==> src/rtl/jog_joystick_stepper_pulser_defines.svh <==
// assertion macros for the jog joystick stepper pulser
`ifndef JOG_JOYSTICK_STEPPER_PULSER_DEFINES_SVH
`define JOG_JOYSTICK_STEPPER_PULSER_DEFINES_SVH

// same-cycle implication, checked outside reset
`define JJSP_ASSERT_NOW(label, cond_a, cond_b, msg) \
    label: assert property (@(posedge clk) disable iff (!rst_n) \
        (cond_a) |-> (cond_b)) else $error(msg);

// next-cycle implication, checked outside reset
`define JJSP_ASSERT_NEXT(label, cond_a, cond_b, msg) \
    label: assert property (@(posedge clk) disable iff (!rst_n) \
        (cond_a) |=> (cond_b)) else $error(msg);

`endif

==> src/rtl/jjsp_pkg.sv <==
`default_nettype none

package jjsp_pkg;

    localparam int KEY_COUNT  = 12;
    localparam int COUNT_BITS = 14;
    localparam int SCAN_BITS  = 10;
    localparam int AXES       = 3;
    localparam int CFG_IDX_BITS  = 2;
    localparam int CFG_DATA_BITS = 14;

    // speed command per axis
    typedef enum logic [1:0] {
        SPEED_STOP   = 2'd0,
        SPEED_SLOW   = 2'd1,
        SPEED_MIDDLE = 2'd2,
        SPEED_FAST   = 2'd3
    } cmd_t;

    // configuration register indexes
    typedef enum logic [CFG_IDX_BITS-1:0] {
        REG_SLOW_INTERVAL   = 2'd0,
        REG_MIDDLE_INTERVAL = 2'd1,
        REG_FAST_INTERVAL   = 2'd2,
        REG_SCAN_INTERVAL   = 2'd3
    } cfg_reg_t;

    localparam logic [COUNT_BITS-1:0] STOP_HOLD = COUNT_BITS'(9999);

    localparam logic [COUNT_BITS-1:0] SLOW_RESET   = COUNT_BITS'(30);
    localparam logic [COUNT_BITS-1:0] MIDDLE_RESET = COUNT_BITS'(12);
    localparam logic [COUNT_BITS-1:0] FAST_RESET   = COUNT_BITS'(6);
    localparam logic [SCAN_BITS-1:0]  SCAN_RESET   = SCAN_BITS'(50);

    // direction request given by the first direction key of each axis (x, y, z)
    localparam logic [AXES-1:0] FIRST_DIR = 3'b110;

endpackage

`default_nettype wire

==> src/rtl/jjsp_if.sv <==
`default_nettype none

// input channel: one beat per tick
interface jjsp_keys_if
    import jjsp_pkg::*;
();
    logic                 valid;
    logic                 ready;
    logic [KEY_COUNT-1:0] keys_raw;

    modport source (output valid, output keys_raw, input ready);
    modport sink   (input valid, input keys_raw, output ready);
endinterface

// result channel: step and direction levels
interface jjsp_result_if;
    logic valid;
    logic ready;
    logic step_x;
    logic dir_x;
    logic step_y;
    logic dir_y;
    logic step_z;
    logic dir_z;

    modport source (output valid, output step_x, output dir_x, output step_y,
                    output dir_y, output step_z, output dir_z, input ready);
    modport sink   (input valid, input step_x, input dir_x, input step_y,
                    input dir_y, input step_z, input dir_z, output ready);
endinterface

// configuration write channel
interface jjsp_cfg_if
    import jjsp_pkg::*;
();
    logic                     valid;
    logic                     ready;
    logic [CFG_IDX_BITS-1:0]  index;
    logic [CFG_DATA_BITS-1:0] data;

    modport source (output valid, output index, output data, input ready);
    modport sink   (input valid, input index, input data, output ready);
endinterface

`default_nettype wire

==> src/rtl/jog_joystick_stepper_pulser.sv <==
`default_nettype none

// Jog joystick stepper pulser. Each beat on keys is one 0.1 ms tick with twelve
// active-low jog keys; each tick gives exactly one result beat carrying the step
// and direction levels of the X, Y and Z axes after that tick. A tick is taken
// every clock cycle and its result appears in the next cycle: the axis counters,
// the debounce and the decode all settle combinationally between the state
// registers, which double as the result register. Ticks stall only while a
// result waits on result.ready. Keys are scanned on the first tick and then on
// every scan_interval-th tick; a key counts as pressed only when it reads low on
// two scans in a row. Configuration writes are taken on any cycle and should be
// made while no tick is in flight.
`include "jog_joystick_stepper_pulser_defines.svh"

module jog_joystick_stepper_pulser
    import jjsp_pkg::*;
(
    input  wire logic    clk,
    input  wire logic    rst_n,
    jjsp_keys_if.sink    keys,
    jjsp_result_if.source result,
    jjsp_cfg_if.sink     cfg
);

    // configuration registers
    logic [COUNT_BITS-1:0] slow_interval_reg;
    logic [COUNT_BITS-1:0] middle_interval_reg;
    logic [COUNT_BITS-1:0] fast_interval_reg;
    logic [SCAN_BITS-1:0]  scan_interval_reg;

    // tick state
    logic [SCAN_BITS-1:0]  scan_phase_reg, scan_phase_next;
    logic [KEY_COUNT-1:0]  key_prev_reg, key_prev_next;
    cmd_t                  cmd_reg [AXES];
    cmd_t                  cmd_next [AXES];
    cmd_t                  cmd_prev_reg [AXES];
    cmd_t                  cmd_prev_next [AXES];
    logic [COUNT_BITS-1:0] count_reg [AXES];
    logic [COUNT_BITS-1:0] count_next [AXES];
    logic [AXES-1:0]       dir_req_reg, dir_req_next;
    logic [AXES-1:0]       dir_reg, dir_next;
    logic [AXES-1:0]       step_reg, step_next;
    logic                  out_valid_reg;

    logic keys_fire;

    assign keys.ready = !out_valid_reg || result.ready;
    assign keys_fire  = keys.valid && keys.ready;
    assign cfg.ready  = 1'b1;

    // reload value for a command
    function automatic logic [COUNT_BITS-1:0] interval_of(
        input cmd_t                  c,
        input logic [COUNT_BITS-1:0] slow_i,
        input logic [COUNT_BITS-1:0] mid_i,
        input logic [COUNT_BITS-1:0] fast_i
    );
        logic [COUNT_BITS-1:0] r;
        case (c)
            SPEED_SLOW:   r = slow_i;
            SPEED_MIDDLE: r = mid_i;
            SPEED_FAST:   r = fast_i;
            default:      r = STOP_HOLD;
        endcase
        return r;
    endfunction

    // axis countdowns, then key scan and decode
    always_comb
    begin
        logic [COUNT_BITS-1:0] count_mid;
        logic [KEY_COUNT-1:0]  pressed;
        logic                  d0, d1, s0, s1;
        logic [SCAN_BITS:0]    phase_inc;
        logic [SCAN_BITS-1:0]  period;

        scan_phase_next = scan_phase_reg;
        key_prev_next   = key_prev_reg;
        dir_req_next    = dir_req_reg;
        dir_next        = dir_reg;
        step_next       = step_reg;
        pressed         = ~(keys.keys_raw | key_prev_reg);
        phase_inc       = {1'b0, scan_phase_reg} + 1'b1;
        period          = (scan_interval_reg == '0) ? SCAN_BITS'(1) : scan_interval_reg;

        for (int a = 0; a < AXES; a++)
        begin
            // step countdown from the command in force before this tick
            count_mid = count_reg[a];
            if (cmd_reg[a] != cmd_prev_reg[a])
            begin
                count_mid = interval_of(cmd_reg[a], slow_interval_reg,
                                        middle_interval_reg, fast_interval_reg);
            end
            cmd_prev_next[a] = cmd_reg[a];
            if (cmd_reg[a] == SPEED_STOP)
            begin
                count_next[a] = STOP_HOLD;
            end
            else if (count_mid <= COUNT_BITS'(1))
            begin
                count_next[a] = interval_of(cmd_reg[a], slow_interval_reg,
                                            middle_interval_reg, fast_interval_reg);
                dir_next[a]   = dir_req_reg[a];
                step_next[a]  = ~step_reg[a];
            end
            else
            begin
                count_next[a] = count_mid - 1'b1;
            end

            // decode of the debounced keys on a scan tick
            cmd_next[a] = cmd_reg[a];
            d0 = pressed[4*a];
            d1 = pressed[4*a+1];
            s0 = pressed[4*a+2];
            s1 = pressed[4*a+3];
            if (scan_phase_reg == '0)
            begin
                cmd_next[a] = SPEED_STOP;
                if (d0 || d1)
                begin
                    if (s0 && s1)
                        cmd_next[a] = SPEED_FAST;
                    else if (s0)
                        cmd_next[a] = SPEED_SLOW;
                    else if (s1)
                        cmd_next[a] = SPEED_MIDDLE;
                    dir_req_next[a] = d0 ? FIRST_DIR[a] : ~FIRST_DIR[a];
                end
            end
        end

        if (scan_phase_reg == '0)
            key_prev_next = keys.keys_raw;

        // scan phase wraps at the scan interval
        if (phase_inc >= {1'b0, period})
            scan_phase_next = '0;
        else
            scan_phase_next = phase_inc[SCAN_BITS-1:0];
    end

    // configuration writes
    always_ff @(posedge clk or negedge rst_n)
    begin
        if (!rst_n)
        begin
            slow_interval_reg   <= SLOW_RESET;
            middle_interval_reg <= MIDDLE_RESET;
            fast_interval_reg   <= FAST_RESET;
            scan_interval_reg   <= SCAN_RESET;
        end
        else if (cfg.valid && cfg.ready)
        begin
            case (cfg_reg_t'(cfg.index))
                REG_SLOW_INTERVAL:   slow_interval_reg   <= cfg.data;
                REG_MIDDLE_INTERVAL: middle_interval_reg <= cfg.data;
                REG_FAST_INTERVAL:   fast_interval_reg   <= cfg.data;
                REG_SCAN_INTERVAL:   scan_interval_reg   <= cfg.data[SCAN_BITS-1:0];
                default:             ;
            endcase
        end
    end

    // tick state, updated on each accepted beat
    always_ff @(posedge clk or negedge rst_n)
    begin
        if (!rst_n)
        begin
            scan_phase_reg <= '0;
            key_prev_reg   <= '0;
            dir_req_reg    <= '0;
            dir_reg        <= '0;
            step_reg       <= '0;
            for (int a = 0; a < AXES; a++)
            begin
                cmd_reg[a]      <= SPEED_STOP;
                cmd_prev_reg[a] <= SPEED_STOP;
                count_reg[a]    <= '0;
            end
        end
        else if (keys_fire)
        begin
            scan_phase_reg <= scan_phase_next;
            key_prev_reg   <= key_prev_next;
            dir_req_reg    <= dir_req_next;
            dir_reg        <= dir_next;
            step_reg       <= step_next;
            for (int a = 0; a < AXES; a++)
            begin
                cmd_reg[a]      <= cmd_next[a];
                cmd_prev_reg[a] <= cmd_prev_next[a];
                count_reg[a]    <= count_next[a];
            end
        end
    end

    // result beat valid
    always_ff @(posedge clk or negedge rst_n)
    begin
        if (!rst_n)
            out_valid_reg <= 1'b0;
        else if (keys_fire)
            out_valid_reg <= 1'b1;
        else if (result.ready)
            out_valid_reg <= 1'b0;
    end

    assign result.valid  = out_valid_reg;
    assign result.step_x = step_reg[0];
    assign result.dir_x  = dir_reg[0];
    assign result.step_y = step_reg[1];
    assign result.dir_y  = dir_reg[1];
    assign result.step_z = step_reg[2];
    assign result.dir_z  = dir_reg[2];

    // checks
    `JJSP_ASSERT_NEXT(a_tick_gives_result, keys_fire, out_valid_reg, "tick without result")
    `JJSP_ASSERT_NEXT(a_no_phantom_result, !keys_fire && (!out_valid_reg || result.ready), !out_valid_reg, "result without tick")
    `JJSP_ASSERT_NEXT(a_phase_holds_idle, !keys_fire, $stable(scan_phase_reg), "scan phase moved without tick")
    `JJSP_ASSERT_NEXT(a_stopped_x_holds, keys_fire && cmd_reg[0] == SPEED_STOP, step_reg[0] == $past(step_reg[0]), "stopped axis stepped")
    `JJSP_ASSERT_NOW(a_phase_in_range, keys_fire && scan_interval_reg > SCAN_BITS'(1) && scan_phase_reg < scan_interval_reg, scan_phase_next < scan_interval_reg, "scan phase past interval")

endmodule

`default_nettype wire

==> src/flat_wrapper.sv <==
// flat-port wrapper written by rule: the top's interface ports become plain ports
module jog_joystick_stepper_pulser_flat import jjsp_pkg::*;
  (clk, rst_n, keys_valid, keys_keys_raw, keys_ready, result_valid, result_step_x, result_dir_x, result_step_y, result_dir_y, result_step_z, result_dir_z, result_ready, cfg_valid, cfg_index, cfg_data, cfg_ready);
  jjsp_keys_if keys_i ();
  jjsp_result_if result_i ();
  jjsp_cfg_if cfg_i ();
  input  wire logic clk;
  input  wire logic rst_n;
  input wire logic [$bits(keys_i.valid)-1:0] keys_valid;
  input wire logic [$bits(keys_i.keys_raw)-1:0] keys_keys_raw;
  output wire logic [$bits(keys_i.ready)-1:0] keys_ready;
  output wire logic [$bits(result_i.valid)-1:0] result_valid;
  output wire logic [$bits(result_i.step_x)-1:0] result_step_x;
  output wire logic [$bits(result_i.dir_x)-1:0] result_dir_x;
  output wire logic [$bits(result_i.step_y)-1:0] result_step_y;
  output wire logic [$bits(result_i.dir_y)-1:0] result_dir_y;
  output wire logic [$bits(result_i.step_z)-1:0] result_step_z;
  output wire logic [$bits(result_i.dir_z)-1:0] result_dir_z;
  input wire logic [$bits(result_i.ready)-1:0] result_ready;
  input wire logic [$bits(cfg_i.valid)-1:0] cfg_valid;
  input wire logic [$bits(cfg_i.index)-1:0] cfg_index;
  input wire logic [$bits(cfg_i.data)-1:0] cfg_data;
  output wire logic [$bits(cfg_i.ready)-1:0] cfg_ready;
  assign keys_i.valid = keys_valid;
  assign keys_i.keys_raw = keys_keys_raw;
  assign keys_ready = keys_i.ready;
  assign result_valid = result_i.valid;
  assign result_step_x = result_i.step_x;
  assign result_dir_x = result_i.dir_x;
  assign result_step_y = result_i.step_y;
  assign result_dir_y = result_i.dir_y;
  assign result_step_z = result_i.step_z;
  assign result_dir_z = result_i.dir_z;
  assign result_i.ready = result_ready;
  assign cfg_i.valid = cfg_valid;
  assign cfg_i.index = cfg_index;
  assign cfg_i.data = cfg_data;
  assign cfg_ready = cfg_i.ready;
  jog_joystick_stepper_pulser u_core (.clk(clk), .rst_n(rst_n), .keys(keys_i), .result(result_i), .cfg(cfg_i));
endmodule
==> config.mk <==
export PLATFORM = sky130hd
export DESIGN_NAME = jog_joystick_stepper_pulser_flat
export DESIGN_NICKNAME = d
export VERILOG_FILES = /design/src/rtl/jjsp_pkg.sv /design/src/rtl/jjsp_if.sv /design/src/rtl/jog_joystick_stepper_pulser.sv /design/src/flat_wrapper.sv
export VERILOG_INCLUDE_DIRS = /design/src /design/src/rtl
export SDC_FILE = /design/constraint.sdc
export NUM_CORES = 1
export LEC_CHECK = 0
export BUFFER_PORTS_ARGS = -buffer_cell sky130_fd_sc_hd__buf_2
export CAP_MARGIN = 20
export CELL_PAD_IN_SITES_DETAIL_PLACEMENT = 1
export CELL_PAD_IN_SITES_GLOBAL_PLACEMENT = 2
export CORE_MARGIN = 5
export CORE_UTILIZATION = 40
export CTS_BUF_LIST = sky130_fd_sc_hd__clkbuf_16
export DETAILED_ROUTE_END_ITERATION = 10
export PLACE_DENSITY = 0.78
export SLEW_MARGIN = 20
export SYNTH_ARGS = -nofsm -noshare
export SYNTH_HDL_FRONTEND = slang
export SYNTH_SLANG_ARGS = --single-unit
==> constraint.sdc <==
create_clock -name clk -period 6.3 [get_ports clk]
set_clock_uncertainty 0.1 [all_clocks]
set_input_delay 0.315 -clock clk [delete_from_list [all_inputs] [get_ports clk]]
set_output_delay 0.315 -clock clk [all_outputs]
set_load 0.05 [all_outputs]
; ---- After elaboration in Yosys (flattened, before gate mapping)
; Index checks and enable logic that the tools add are counted.
[totals]
elab_cells = 114
ff_bits = 138
out_inout_bits = 9
inputBits = 33
[op_classes]
reduce_logical = 27
add_sub_neg = 4
order_cmp = 4
eq_ne = 15
n_mux = 31
n_bitwise = 8
[op_table]
columns = op, n
row1 = two-way mux 14 bit, 9
row2 = one-hot mux 14 bit (3 select lines), 3
row3 = <= comparator 14 x 1 -> 1 bit (second input constant), 3
row4 = subtractor 14 x 1 -> 14 bit (second input constant), 3
row5 = two-way mux 2 bit, 12
row6 = logical NOT 10 bit, 2
row7 = two-way mux 10 bit, 2
row8 = AND reduction 3 bit, 6
row9 = equality test 2 bit (second input constant), 8
row10 = NOT 12 bit, 1
row11 = bitwise OR 12 bit, 1
row12 = adder 10 x 1 -> 11 bit (second input constant), 1
row13 = greater-or-equal comparator 11 x 10 -> 1 bit, 1
row14 = AND reduction 2 bit, 5
row15 = equality test 2 x 1 -> 1 bit (second input constant), 4
row16 = logical NOT 2 bit, 4
row17 = inequality test 2 bit, 3
row18 = NOT 1 bit, 6
row19 = two-way mux 1 bit, 5
row20 = logical AND 1 bit, 4
row21 = logical OR 1 bit, 4
row22 = nonzero test 2 bit, 1
row23 = logical NOT 1 bit, 1

; ---- Logic depth before layout (Yosys ltp)
; Gate-level depths: netlist (run 1).
[depth]
ltp_word = 6
mapped_depth = 16
ltp_nobuf = 12

; ---- Worst setup path after synthesis (run 1)
; No wires, ideal clock.
[synth_path]
path_type = register to register
from = reg u_core.cmd_reg, in the netlist u_core.cmd_prev_next[0]
to = reg u_core.count_reg[3] (netlist name)
arrival_time_ns = 3.365
t_required_ns = 6.074
slack_ns = 2.709
setup_time_ns = 0.126
stages_incl_launch_ff = 16
path_buffers = 5
synth_period_minus_slack_ns = 3.591
cell_sequence = dfrtp_1 -> buf_2 -> xnor2_1 -> and2_1 -> buf_2 -> buf_1 -> nand2_1 -> and2_1 -> ha_1 -> clkbuf_1 -> o211a_1 -> and3_1 -> buf_2 -> nor2_1 -> o21ai_0 -> a221o_1
[synth_between]
elab_chain_cells = 6
word_cells_on_any_way = 11
classes_between = add/sub (1) / order compare (1) / eq/ne (4) / mux (4) / reduce/logical (1)
[synth_lines]
columns = element, line_no
row1 = from (decl), jog_joystick_stepper_pulser.sv:34  ; cmd_t cmd_reg [AXES];
row2 = "from (signal, indexed assignment)", jog_joystick_stepper_pulser.sv:192  ; cmd_reg[a] <= cmd_next[a];
row3 = equality test 2 bit or equality test 2 x 1 -> 1 bit (tied branches), jog_joystick_stepper_pulser.sv:59  ; case (c)
row4 = one-hot mux 14 bit (3 select lines), jog_joystick_stepper_pulser.sv:59
row5 = two-way mux 14 bit, jog_joystick_stepper_pulser.sv:90  ; if (cmd_reg[a] != cmd_prev_reg[a])
row6 = subtractor 14 x 1 -> 14 bit or <= comparator 14 x 1 -> 1 bit (tied branches), "jog_joystick_stepper_pulser.sv:109, jog_joystick_stepper_pulser.sv:100"
row7 = two-way mux 14 bit, jog_joystick_stepper_pulser.sv:100  ; else if (count_mid <= COUNT_BITS'(1))
row8 = two-way mux 14 bit (*), jog_joystick_stepper_pulser.sv:96  ; if (cmd_reg[a] == SPEED_STOP)
row9 = "to (signal, indexed assignment)", jog_joystick_stepper_pulser.sv:194  ; count_reg[a] <= count_next[a];
row10 = to (decl), jog_joystick_stepper_pulser.sv:38  ; logic [COUNT_BITS-1:0] count_reg [AXES];
; Every way passes the cells marked *; elsewhere a longest branch is shown, timed or not.
; A chain may end at the register's enable or synchronous reset.

; ---- Final worst setup path (run 1)
[layout_path]
from = reg u_core.cmd_reg, in the netlist u_core.cmd_prev_next[1]
to = reg u_core.count_reg[3] (netlist name)
; Same word-level chain as after synthesis.

==> results.yml, run 1 <==
synth:
  synth_area_um2: 9170
  yosys.area.top_type: "dfrtp_1"
  synth_cells: 945
  yosysTopAreaCellShare_pct: 34.7
  yosys-top-cells-area: "dfrtp_1 35%, mux2_2 10%, mux2i_1 4.8%, nand2_1 3.5%, dfstp_2 3.2%"
  synth_commonest_cells: "127 x dfrtp_1, 86 x nand2_1, 82 x mux2_2"
  synth-seq-cells: 138
  synth.yosys.seq_area_share_pct: 37.8
  synthFlopType: "dfrtp_1"
  syn_avg_cell_area_um2: 9.70
  synth_edf_count: 0
  yosysMostFrequentCell: "dfrtp_1"
  synth_cell_type_count: 85
  yosysWarnings: 0
  synth-async-reset-ratio_pct: 100
  synth_fp_nets: 996
finish:
  final_area_um2: 10200
  diodes: 0
  fillers: 2555
  areaGrowthSynthToFinish_pct: 11.7
  largest_register_ffs: 42
  nNetsFinal: 1016
  drive_above_1_share_pct: 21.5
clocking:
  cts-root-buf: "clkbuf_16"
  numCtsBuffers: 17
  cts_setup_buffers: 0
  cts_max_level: 4
  clock_sinks: 138
  clkLatencyLatePin_ns: 0.44
  clockBufferDepth: 2
  cts_tree: "built"
  clkTransAtPathRegs_ns: 0.07
timing:
  max_slew_margin_pct: 35.3
  fin_tns_setup_ns: 0
  hold_viol: 0
  rsz0062_at_grt: "no"
  tightest_slew_ns: 0.961
  slew_violations: 0
  finalCritPeriodShare_pct: 73.2
  fin_crit_ns: 4.61
  setup_viol: 0
  max_freq_mhz: 217
worst_hold_path:
  hp-class: "in2reg"
placement:
  gp_congestion: 0.832
  dpl_cell_area_um2: 9560
  portBuffers: 40
  place.detailed.hpwl_um: 19300
routing:
  antenna_left: 0
  drt_iter0_drc: 455
  avgRoutedWirePerCell_um: 21.8
  viasPerCell: 6.02
  routed_wl_um: 27500
  drc_errors: 0
  drt-pass1-iter-count: 7
  via_count: 7601
worst_setup_path:
  max_stage_delay_ns: 0.75
  cp_num_buf_inv: 0
  crit_path_frequent_cell: "and2_1"
  cp-end-kind: "register"
  cp_max_fo: 25
  path_class: "reg2reg"
  crit_chain: "xnor2_1, and2_1, nand2_1, and2_1, ha_1, o211a_1, and3_1, nor2_1, o21ai_0, a221o_1"
  crit_family: "simple AND/OR/NAND/NOR gates"
  cp.arrival_ns: 4.83
  required_ns: 6.52
  start_kind: "register"
  cp_slowest_cell: "and2_1"
status:
  outcome: "finished clean"
floorplan:
  dieArea_um2: 26000
  num_rows: 55
  initial_core_util_pct: 40.6
  fp.dieH_um: 161
  ios: 42
  core_area_um2: 22600
  die_w_um: 161
power_and_ir_drop:
  power_leakage_nw: 4.18
  peakVddDrop_mv: 0.241
  cellPowerDensity_nw_per_um2: 509
global_routing:
  grt_overflow: 0
  track_usage_pct: 21.7
  grt_first_pass_wirelength_um: 44800
  first_global_vias: 7856
  antenna_found_initial: 0
  grt_max_degree: 77
job:
  maxCapViolCount: 0
[layout make-up]
type | instances | area, um^2 | share of cell area (%)
Multi-Input combinational cell | 726 | 5360 | 52.3
Clock buffer | 17 | 425 | 4.15
Timing Repair Buffer | 63 | 399 | 3.90
Clock inverter | 15 | 166 | 1.62
Inverter | 19 | 71.3 | 0.696
Sequential cell | 138 | 3470 | 33.9
Tap cell | 285 | 357 | 3.48
[power by group]
group	switching, mW	internal [mW]
Clock	0.449	0.592
Sequential	0.284	1.13
Combinational	1.69	1.06
[worst paths after layout]
path                                      endpoint                    start  depth (start not counted)  slack (ns)
min reg2reg                u_core.cmd_prev_next[3]   u_core.key_prev_reg[7]                          1        0.35
min                        u_core.cmd_prev_next[0]        keys_keys_raw[10]                          2       0.009
max reg2reg                    u_core.count_reg[3]  u_core.cmd_prev_next[1]                         10        1.69
max                            u_core.count_reg[3]  u_core.cmd_prev_next[1]                         10        1.69
min in group asynchronous     u_core.count_reg[32]                    rst_n                          2        0.32
max in group asynchronous   u_core.key_prev_reg[6]                    rst_n                          3        4.32
[placed cells by master (no fill, tap or decap), drive strengths merged, types with 5 or more instances in the layout]
master,n
dfrtp,127
nand2,86
mux2,84
nor2,62
buf,55
mux2i,44
a21oi,44
o21ai,44
nand3,29
nor3,29
xnor2,29
a22o,28
inv,27
a2bb2oi,25
xor2,19
ha,18
clkbuf,17
o31ai,17
a31oi,15
dfstp,11
nor4,11
o41ai,11
nand2b,8
a22oi,8
dlygate4sd3,8
or3,8
o22a,7
and2,7
nand4,7
o211ai,6
a211oi,6
a21o,5
nand3b,5
[layer usage]
layer | track usage [%] | wire length [um] | vias to the layer above
li1 | - | - | 3573
met1 | 30.1 | 12800 | 3850
met2 | 35.0 | 13100 | 135
met3 | 2.73 | 943 | 43
met4 | 7.48 | 678 | 0
met5 | 0 | 0 | -
[stage by stage]
| stage | power [mW] | hold slack [ns] | util [%] | cells | setup WS, ns |
|---|---|---|---|---|---|
| 5_1_grt | 5.60 | 0.0202 | 45.4 | 1263 | 1.36 |
| 4_1_cts | 5.23 | 0.00121 | 45.3 | 1263 | 1.78 |
| 2_1_floorplan | 3.49 | -0.0806 | - | 945 | 2.71 |
| 3_5_place_dp | 4.15 | 0.263 | 42.4 | 1223 | 1.78 |
| 3_3_place_gp | 4.12 | 0.261 | 42.4 | 1223 | 1.97 |
| 6_report | 5.22 | 0.00884 | 45.4 | 1263 | 1.69 |
[timing repair]
action                    CTS  global route
gates resized for setup     0             0
hold buffers                8             0
hold endpoints to repair   67             0
[logic make-up after synthesis]
group	count (synthesis)	synth area share, %
XOR/XNOR	48	4.75
multiplexers	128	15.2
adder cells (fa/ha/maj)	18	2.46
AO/OA/AOI/OAI	258	21.2
buffers and inverters	81	3.89
other	1	0.0409
flip-flops	138	37.8
AND/OR/NAND/NOR	273	14.7
No activity file was read; power rests on OpenSTA's default activity.
==> inputs of run 2 (changes only) <==
CORE_UTILIZATION = 37   (was 40)
PLACE_DENSITY = 0.76   (was 0.78)
clock period = 4.2 ns   (was 6.3 ns; I/O delays follow)
==> results.yml, run 2 (synthesis gave the netlist of run 1 again) <==
status:
  outcome: "finished clean"
floorplan:
  core_area_um2: 24400
  initial_core_util_pct: 37.6
  die_w_um: 167
  dieArea_um2: 28000
  ios: 42
  fp.dieH_um: 167
  num_rows: 57
clocking:
  numCtsBuffers: 17
  clock_sinks: 138
  ctsHoldBuffers: 29
  clockBufferDepth: 2
  cts_setup_buffers: 0
  cts-root-buf: "clkbuf_16"
  cts_max_level: 4
  clkTransAtPathRegs_ns: 0.07
  cts_tree: "built"
  clkLatencyLatePin_ns: 0.43
  cts_resized: 0
timing:
  hold_viol: 0
  slew_violations: 0
  finalCritPeriodShare_pct: 85.3
  max_slew_margin_pct: 42.1
  fin_ws_ns: 0.617
  setup_viol: 0
  max_freq_mhz: 279
  rsz0062_at_grt: "no"
  tightest_slew_ns: 0.865
  fin_tns_setup_ns: 0
  fin_crit_ns: 3.58
routing:
  drc_errors: 0
  routed_wl_um: 29100
  drt-pass1-iter-count: 4
  avgRoutedWirePerCell_um: 21.8
  viasPerCell: 5.82
  antenna_left: 0
  via_count: 7780
  drt_iter0_drc: 436
finish:
  areaGrowthSynthToFinish_pct: 15.5
  fillers: 2823
  fin_util_pct: 43.4
  final_common_cell: "dfrtp_1"
  final_cell_mix: "127 x dfrtp_1, 85 x nand2_1, 82 x mux2_2"
  nNetsFinal: 1051
  drive_above_1_share_pct: 22.0
  diodes: 0
  final_area_um2: 10600
  largest_register_ffs: 42
placement:
  portBuffers: 40
  gp_congestion: 0.900
  dpl_cell_area_um2: 9730
  dp_slack_ns: 0.670
  place.detailed.hpwl_um: 20600
global_routing:
  grt_first_pass_wirelength_um: 46700
  first_global_vias: 8038
  grt_overflow: 0
  track_usage_pct: 20.9
  antenna_found_initial: 0
  grt_max_degree: 101
worst_setup_path:
  cp_max_fo: 13
  start_kind: "register"
  crit_chain: "nand2b_1, a2bb2oi_1, nand2_1, and2_1, ha_1, o22ai_1, or3_1, o21ai_2, a22oi_1, o21ai_0"
  path_class: "reg2reg"
  cp_num_buf_inv: 0
  crit_family: "compound AO/OA/AOI/OAI gates"
  cp.arrival_ns: 3.77
  max_stage_delay_ns: 0.69
  required_ns: 4.38
  cp-end-kind: "register"
  cp_slowest_cell: "dfrtp_1"
power_and_ir_drop:
  peakVddDrop_mv: 0.306
  power_leakage_nw: 4.33
  cellPowerDensity_nw_per_um2: 749
worst_hold_path:
  hp-class: "in2reg"
job:
  maxCapViolCount: 0
-- run 2: cell count changes in the layout (fill, tap and decap cells not counted), sizes merged --
cell / before / now
buf: 55 / 69
bufinv: 2 / 1
clkinv: 3 / 4
clkinvlp: 2 / 3
dlygate4sd3: 8 / 29
inv: 27 / 26
-- run 2: worst reg2reg max path, cell delays in order (launching register included) --
cell,delay (ns)
dfrtp_1,0.69
nand2b_1,0.38
a2bb2oi_1,0.53
nand2_1,0.09
and2_1,0.17
ha_1,0.29
o22ai_1,0.24
or3_1,0.37
o21ai_2,0.25
a22oi_1,0.24
o21ai_0,0.10
-- run 2: path summary, 6_finish.rpt --
kind	from	end	slack (ns)	depth (start not counted)
min in group asynchronous	rst_n	u_core.count_reg[38]	0.16	2
max in group asynchronous	rst_n	u_core.key_prev_reg[6]	2.95	3
worst max register to register	u_core.cmd_prev_next[3]	u_core.count_reg[24]	0.62	10
worst min register to register	u_core.key_prev_reg[7]	u_core.cmd_prev_next[3]	0.35	1
worst max-delay path	u_core.cmd_prev_next[3]	u_core.count_reg[24]	0.62	10
worst min-delay path	cfg_data[12]	u_core.slow_interval_reg[12]	0.02	2
-- run 2: layer usage --
metal / GRT usage (%) / up-vias / share of wire [%]
met3: 2.88 / 34 / 3.1
li1: - / 3637 / -
met2: 34.1 / 147 / 47
met5: 0 / - / 0
met1: 29.3 / 3962 / 48
met4: 5.61 / 0 / 1.6
-- run 2: layout make-up --
type	count	area, um^2	share of cell area, %
Multi-Input combinational cell	726	5350	50.5
Sequential cell	138	3470	32.7
Timing Repair Buffer	98	727	6.87
Clock buffer	17	425	4.02
Tap cell	324	405	3.83
Clock inverter	15	143	1.35
Inverter	19	71.3	0.674
-- run 2: through the flow --
step / std cells / power, mW / hold slack [ns]
after floorplan: 945 / 5.23 / -0.186
after global placement: 1276 / 6.32 / 0.0675
after detailed placement: 1276 / 6.38 / 0.0676
after CTS: 1337 / 7.95 / 0.000606
after global routing: 1337 / 8.50 / 0.0192
final: 1337 / 7.93 / 0.0245
-- run 2: where the power goes --
group	leakage, nW	internal, mW	total [mW]	switching, mW
registers	1.65	1.70	2.23	0.527
clock network	0.275	0.829	1.50	0.670
logic	2.40	1.71	4.21	2.49
total	4.33	4.24	7.93	3.69
